### src/sv/nested_scope_self_time_stack_macros.svh
// assertion macros shared by the profiler stack rtl
`ifndef NESTED_SCOPE_SELF_TIME_STACK_MACROS_SVH
`define NESTED_SCOPE_SELF_TIME_STACK_MACROS_SVH

// implication checked on every rising clock edge outside reset
`define NSST_ASSERT_IMPL(lbl, clk, rst_n, ante, cons) \
  lbl: assert property (@(posedge clk) disable iff (!rst_n) (ante) |-> (cons)) \
    else $error("nsst assertion failed");

// implication whose consequent is checked in the cycle after the antecedent
`define NSST_ASSERT_NEXT(lbl, clk, rst_n, ante, cons) \
  lbl: assert property (@(posedge clk) disable iff (!rst_n) (ante) |=> (cons)) \
    else $error("nsst assertion failed");

// condition that must never hold outside reset
`define NSST_ASSERT_NEVER(lbl, clk, rst_n, expr) \
  lbl: assert property (@(posedge clk) disable iff (!rst_n) !(expr)) \
    else $error("nsst assertion failed");

`endif

### src/sv/nsst_pkg.sv
// types and constants of the nested scope self time stack
package nsst_pkg;

  localparam int unsigned TIME_W  = 64;
  localparam int unsigned SID_W   = 16;
  localparam int unsigned DEPTH_W = 6;

  typedef enum logic [0:0] {
    ACT_ENTER = 1'b0,
    ACT_EXIT  = 1'b1
  } action_e;

  typedef struct packed {
    action_e             action;
    logic [TIME_W-1:0]   timestamp_ns;
    logic [SID_W-1:0]    scope_id;
  } in_item_t;

  typedef struct packed {
    logic [SID_W-1:0]    scope_id_out;
    logic [TIME_W-1:0]   inclusive_ns;
    logic [TIME_W-1:0]   self_ns;
    logic [DEPTH_W-1:0]  depth_after;
  } out_item_t;

  // one stack frame: start time and accumulated child time
  typedef struct packed {
    logic [TIME_W-1:0]   start;
    logic [TIME_W-1:0]   child;
  } frame_t;

  // per cell control
  typedef struct packed {
    logic push;
    logic pop;
    logic add;
  } cell_ctrl_t;

endpackage

### src/sv/nsst_cell.sv
// one stack cell: holds a frame, loads a neighbor's frame on push or pop, or adds to its child time
module nsst_cell
  import nsst_pkg::*;
(
  input  logic               clk_i,
  input  cell_ctrl_t         ctrl_i,
  input  frame_t             upper_i,
  input  frame_t             lower_i,
  input  logic [TIME_W-1:0]  addend_i,
  output frame_t             frame_o
);

  frame_t frame_q, frame_d;

  always_comb begin
    frame_d = frame_q;
    if (ctrl_i.push) begin
      frame_d = upper_i;
    end else if (ctrl_i.pop) begin
      frame_d = lower_i;
    end else if (ctrl_i.add) begin
      frame_d.child = frame_q.child + addend_i;
    end
  end

  always_ff @(posedge clk_i) begin
    frame_q <= frame_d;
  end

  assign frame_o = frame_q;

endmodule

### config.mk
export PLATFORM = sky130hd
export DESIGN_NAME = nsst_cell
export DESIGN_NICKNAME = d
export VERILOG_FILES = /design/src/sv/nested_scope_self_time_stack_macros.svh /design/src/sv/nsst_pkg.sv /design/src/sv/nsst_cell.sv
export SDC_FILE = /design/constraint.sdc
export NUM_CORES = 1
export LEC_CHECK = 0
export ABC_AREA = 1
export BUFFER_PORTS_ARGS = -buffer_cell sky130_fd_sc_hd__buf_2
export CAP_MARGIN = 20
export CORE_MARGIN = 2
export CORE_UTILIZATION = 30
export DETAILED_ROUTE_END_ITERATION = 7
export GPL_ROUTABILITY_DRIVEN = 0
export PLACE_DENSITY_LB_ADDON = 0.15
export SLEW_MARGIN = 20
export SYNTH_ARGS = -nofsm -noshare
export SYNTH_HDL_FRONTEND = slang
export SYNTH_SLANG_ARGS = --single-unit
### constraint.sdc
create_clock -name clk_i -period 4.9 [get_ports clk_i]
set_input_delay 0 -clock clk_i [delete_from_list [all_inputs] [get_ports clk_i]]
set_output_delay 0 -clock clk_i [all_outputs]
set_load 0.005 [all_outputs]
==> results.md, run 1 <==
- Synth Net Count: 2324
- Yosys reg bits: between 100 and 150
- Pwr Density: 276.4 mW/mm^2
- Number of buffers and inverters on the critical path: 2
- Syn Inst Count: 1936
- Vias in the first global route: ~14000
- CP Launch Type: flip-flop
- Worst Tran Pin Value: a little under 0.9 ns
- Critical path depth: 17
- Syn. warnings: 0
- Worst path slowest cell: dlygate4sd3_1
- Largest cells by area after synthesis: edfxtp_1 33%, nand2_1 29%, inv_1 10%
- Drt pass-1 iters: 6
- DR iter-0 viols: ~1000
- I/O Buffers: about 450
- Worst R2R Path Depth: 17
- Count of final setup violators: 0
- Leak: roughly 0.0099 uW
- Largest area contributor in the netlist: edfxtp_1
- CTS Buf Count: 17
- Root buffer cell: clkbuf_16
- Crit path from: frame_o[0]
- Io pins: 452
- CTS tree: yes
- Final Hold Viols: 0
- Largest net degree at the start of global routing: a little over 70
- CP endpoint: frame_o[56]
- Clock Pin Slew Worst Setup and Hold Paths: roughly 0.07 ns
- Fin nets: 3014
- Max Cap Violations: 0
- Hold path depth: 3
- Detailed Route WL: 53720 um
- RR Startpoint: frame_o[0]
- Synth Flop Type: edfxtp_1
- Setup_tns: 0 ns
- Critical path fanouts, max: 4
- Most frequent CP cell: nand2_1
- Placed cell count: approximately 2900
- Total track usage: between 20% and 30%
- Critical path's largest stage delay: between 0.5 and 0.6 ns
- Setup crit end kind: flip-flop
- Status: finished clean
- RR Endpoint: frame_o[56]
- Crit share post-route: 67.85%
- Fillers: 4153
- Share of async-settable or async-resettable flops after synthesis: 0%
- Maximum clock rate: approximately 300 MHz
- Worst path arrival time: between 3 and 4 ns
- Detailed placement HPWL: approximately 42000 um
- Post-Synthesis Cell Area: roughly 0.012 sq mm
- Layout cells sized above 1: about a fifth
- Die ar.: 0.04087 sq mm
- Placed Area: ~0.015 sq mm
- Minimum clock period: around 3.3 ns
- Worst Hold Class: in2reg
- Maximum root-to-sink buffer count: 2
- Number of routed nets with antenna violations: 0
- Initial antenna violation count: 20
- Reg2Reg Setup Slack: about 1.6 ns
- Synth cell types: 28
- Post-route DRC violation count: 0
- H-tree depth: 4
- Clk sinks: 128
- CP delay by family, top: simple AND/OR/NAND/NOR gates
- Number of flops mapped to enable cells by yosys: between 100 and 150
- Share of Yosys cell area claimed by the top area cell type: approximately 33%
- First-pass GRT wire length: between 80000 and 90000 um
- Final instance area: between 0.015 and 0.02 sq mm
- Clk_skew: around 0.019 ns
- Commonest cells post-synth: 916 x nand2_1, 322 x inv_1, 188 x nor2_1
- RSZ-0062 raised after global routing: false
- Critical path cell sequence: ha_1 -> fa_1 -> nand2_1 -> inv_1 -> nand2_1 -> nand2_1 -> nand2_1 -> nand2_2 -> nand2_1 -> nand3_2 -> nand3_1 -> nand2_1 -> nand2_1 -> nand3_1 -> nand2_1 -> nand2_1 -> dlygate4sd3_1
- Postcts setup bufs: 0
- Most frequent cell after synthesis: nand2_1
- Worst path required time: between 5 and 6 ns
- Worst-Skew Late Latency: 0.46 ns
- Num rows: 72
- WL/cell: roughly 17 um
- Sequential area share after synthesis: between 30% and 40%
- Via count: roughly 14000
- Largest register FFs: 128
- Placeable Area: 0.03874 sq mm
- Die Height: between 200 and 250 um
- Overall die width: a little over 200 um
- Routed vias/inst: roughly 4.6
- Finished Layout Cells: ~3200
- Synth Area per Inst: between 6 and 7 sq um
- Slew headroom: about two fifths
- Fin. max-slew vios: 0
- Synth-to-layout area growth: 50.71%
- Initial Utilization: 30.41%
- Grt ovf: 0
- Maximum vdd ir drop: 0.2600 mV
- Setup CP Type: reg2reg
## area by class of cell
type / instances / area (sq um) / area share [%]
clock buffer: 20 / 436.7 / 2.460
timing repair buffer: 713 / 4860 / 27.37
antenna: 11 / 27.53 / 0.1550
sequential: 128 / 3844 / 21.65
tap: 518 / 648.1 / 3.651
inverter: 323 / 1214 / 6.836
clock inverter: 12 / 161.4 / 0.9092
multi-input combinational: 1443 / 6563 / 36.97
## cells by family after synthesis
group           after synthesis  synth area share (%)
compound gates              117                 5.141
xor+xnor                     27                 2.007
flops                       128                 32.63
buf+inv                     365                 11.73
fa+ha+maj                    64                 6.861
simple gates               1235                 41.64
## layout by cell type, fill, tap and decap left out
master         synthesis  layout
o21ai_0               41      41
dlygate4sd3_1          0     253
edfxtp_1             128     128
o21ai_1               13      13
nor4_1                 1       1
a21oi_1               55      55
nand3_2                6       6
nor2_2                 9       9
bufinv_16              0       3
nand2_4                0       1
nand4_1               10      10
clkinv_2               0       2
clkinv_4               0       4
inv_6                  0       1
diode_2                0      11
nand2_1              916     915
inv_1                322     321
nor3_2                 6       6
nand3_1               79      79
o21bai_1               2       2
xor2_1                11      11
buf_2                  6     450
nor3_1                 9       9
nor2_1               188     188
or2_2                  1       1
clkbuf_16              0      17
clkinvlp_4             0       3
nor4_2                 1       1
o211ai_1               6       6
ha_1                  63      63
fa_1                   1       1
xnor2_1               16      16
clkbuf_1              29       3
inv_2                  0       1
buf_4                  1      10
nand2_2                9       9
## repair_timing
item	CTS	global route
endpoints found under the hold margin	128	0
gates resized for setup	0	0
hold buffers	253	0
## how the worst min path moves through the flow
stage / end / start
detailed placement: frame_o[80] / lower_i[80]
global route: frame_o[32] / lower_i[32]
finish: frame_o[17] / lower_i[17]
CTS: frame_o[17] / lower_i[17]
global placement: frame_o[102] / lower_i[102]
floorplan: frame_o[100] / lower_i[100]
## per-layer routing
| metal | vias to the layer above | share of wire [%] | global-route usage [%] |
|---|---|---|---|
| met5 | - | 0.20 | 0 |
| met4 | 16 | 2.7 | 7.925 |
| met3 | 80 | 7.4 | 7.207 |
| met2 | 513 | 47 | 43.92 |
| met1 | 6574 | 43 | 31.94 |
| li1 | 7313 | - | - |
## report_power, final
group	switching (uW)	internal [uW]	total (uW)
logic	1250	844	2090
clock network	576	804	1380
registers	65.9	1370	1440
## stage by stage
stage	total power, uW	util [%]	setup WS [ns]	hold WS [ns]
5_1_grt	5228	45.80	1.335	0.1026
6_report	4907	45.83	1.575	0.08305
3_3_place_gp	3298	37.68	2.165	0.2621
3_5_place_dp	3297	37.68	2.170	0.2668
4_1_cts	4919	45.76	1.599	0.09307
2_1_floorplan	2559	-	1.624	0.1786
## worst min-delay path: cells and delay by family
kind            cells  cell delay (ns)
compound gates      2             0.34
buf+inv             1             0.07
No activity file was read; power rests on OpenSTA's default activity.
==> run 2: changes to the inputs <==
==> constraint.sdc (replaced) <==
create_clock -name clk_i -period 2.9 [get_ports clk_i]
set_input_delay 0 -clock clk_i [delete_from_list [all_inputs] [get_ports clk_i]]
set_output_delay 0 -clock clk_i [all_outputs]
set_load 0.005 [all_outputs]
==> results.md, run 2 (synthesis results as in run 1) <==
- CP Launch Type: flip-flop
- Largest net degree at the start of global routing: 171
- Crit share post-route: a little over nine tenths
- First-pass GRT wire length: approximately 80000 um
- Worst path required time: 3.11 ns
- Slew headroom: 37.49%
- Setup CP Type: reg2reg
- Die Height: 202.2 um
- Maximum root-to-sink buffer count: 2
- Initial Utilization: between 30% and 40%
- CTS Buf Count: 17
- Die ar.: 0.04087 sq mm
- Critical path fanouts, max: 4
- Highest-count cells in the layout ignoring fill and taps: 905 x nand2_1, 450 x buf_2, 321 x inv_1
- Num rows: 72
- Switch Pwr: approximately 3200 uW
- Core Util, Final: a little under half
- Worst path slowest cell: dlygate4sd3_1
- I/O Buffers: 451
- Status: finished clean
- Comb pwr share: 43.4%
- RSZ-0062 raised after global routing: true
- Via count: between 10000 and 15000
- Routed vias/inst: between 4 and 5
- Worst Hold Class: in2reg
- Total track usage: between 20% and 30%
- Initial antenna violation count: 7
- Critical path's largest stage delay: 0.55 ns
- Largest register FFs: approximately 130
- WL/cell: 17.08 um
- Post-route DRC violation count: 0
- Most common cell after layout, fill and taps aside: nand2_1
- DR iter-0 viols: 850
- Leak: approximately 0.0099 uW
- Detailed Route WL: 54010 um
- Clock Pin Slew Worst Setup and Hold Paths: approximately 0.07 ns
- Maximum clock rate: 362.9 MHz
- CTS tree: yes
- Fillers: between 4000 and 5000
- Layout cells sized above 1: around 22%
- Number of routed nets with antenna violations: 0
- Clock power share: about 28%
- Overall die width: around 200 um
- Fin nets: around 3000
- Max Cap Violations: 0
- Most frequent CP cell: nand2_1
- Maximum vdd ir drop: 0.4418 mV
- Worst path arrival time: between 2 and 3 ns
- H-tree depth: 4
- Minimum clock period: between 2 and 3 ns
- Switching portion of total power: between 30% and 40%
- Critical path cell sequence: ha_1 -> nand3_1 -> nand3_2 -> nand2_1 -> nand2_1 -> nand2_1 -> nand3_2 -> nand3_1 -> nand2_1 -> nand2_1 -> nand3_1 -> nand2_1 -> nand2_1 -> dlygate4sd3_1
- Grt ovf: 0
- Clk sinks: between 100 and 150
- Vias in the first global route: about 14000
- Pwr Density: roughly 460 mW/mm^2
- Fin. max-slew vios: 0
- Placeable Area: between 0.03 and 0.04 sq mm
- Final Hold Viols: 0
- Count of final setup violators: 0
- Final Power: about 8400 uW
- Drt pass-1 iters: 5
- Root buffer cell: clkbuf_16
- Reg2Reg Setup Slack: between 0.1 and 0.15 ns
- Synth-to-layout area growth: 54.51%
- Sequential power share: 29.1%
- Detailed placement HPWL: 41780 um
- Io pins: 452
- Worst Tran Pin Value: between 0.9 and 1 ns
- Number of buffers and inverters on the critical path: 1
- P_int: between 5000 and 6000 uW
- CP delay by family, top: simple AND/OR/NAND/NOR gates
- Setup crit end kind: flip-flop
- Clk_skew: about 0.016 ns
- Worst-Skew Late Latency: between 0.4 and 0.5 ns
[run 2: cell count changes in the layout (fill, tap and decap cells not counted), moves of 6 or more]
cell and delta:
diode_2 -8, ha_4 +22, ha_1 -28, nand2_2 +10
ha_2 +6, nor2_2 +13, nand2_1 -10, nor2_1 -17
[run 2: metrics by stage]
step	cell area [sq um]	hold WS, ns	cells	setup TNS [ns]	worst slack [ns]
global placement	14650	0.2614	2872	0	0.2645
finish	18200	0.03434	3162	0	0.1441
floorplan	11780	0.1786	1936	0	0.2493
CTS	17750	0.03396	3155	0	0.02971
global route	18200	0.07576	3161	-0.06166	-0.03560
detailed placement	14650	0.2647	2872	0	0.2429
[run 2: area by class of cell]
cell class,instances,area (sq um),area share [%]
multi-input combinational,1443,6974,38.32
timing repair buffer,715,4920,27.03
sequential,128,3844,21.12
inverter,323,1214,6.668
tap,518,648.1,3.561
clock buffer,19,432.9,2.378
clock inverter,13,161.4,0.8868
antenna,3,7.507,0.04125
[run 2: final timing paths]
path               start          end  cells past startpoint
max           frame_o[1]  frame_o[37]                     14
min          lower_i[56]  frame_o[56]                      5
min reg2reg  frame_o[63]  frame_o[63]                      5
max reg2reg   frame_o[1]  frame_o[37]                     14
[run 2: routing by layer]
metal	track usage (%)	wire, um	vias up
li1	-	-	7317
met5	0	24	-
met2	43.95	25160	556
met4	9.385	1946	4
met1	32.44	22930	6631
met3	5.885	3942	98
[run 2: power groups by stage]
stage	clock network (uW)	logic, uW	registers (uW)
6_report	2310	3640	2440
3_5_place_dp	0	3110	2450
4_1_cts	2360	3460	2420
2_1_floorplan	0	1850	2470
5_1_grt	2410	4050	2470
3_3_place_gp	0	3110	2450
[run 2: tightest hold or removal path, cell delays in order]
cell	delay (ns)
buf_2	0.08
nor2_1	0.03
nor2_1	0.16
nand2_1	0.07
nand2_1	0.05
[run 2: what timing repair did]
item	CTS	global route
endpoints found under the hold margin	128	0
endpoints found under the setup margin	0	13
hold buffers	251	0
gates resized for setup	0	74
setup buffers	0	4
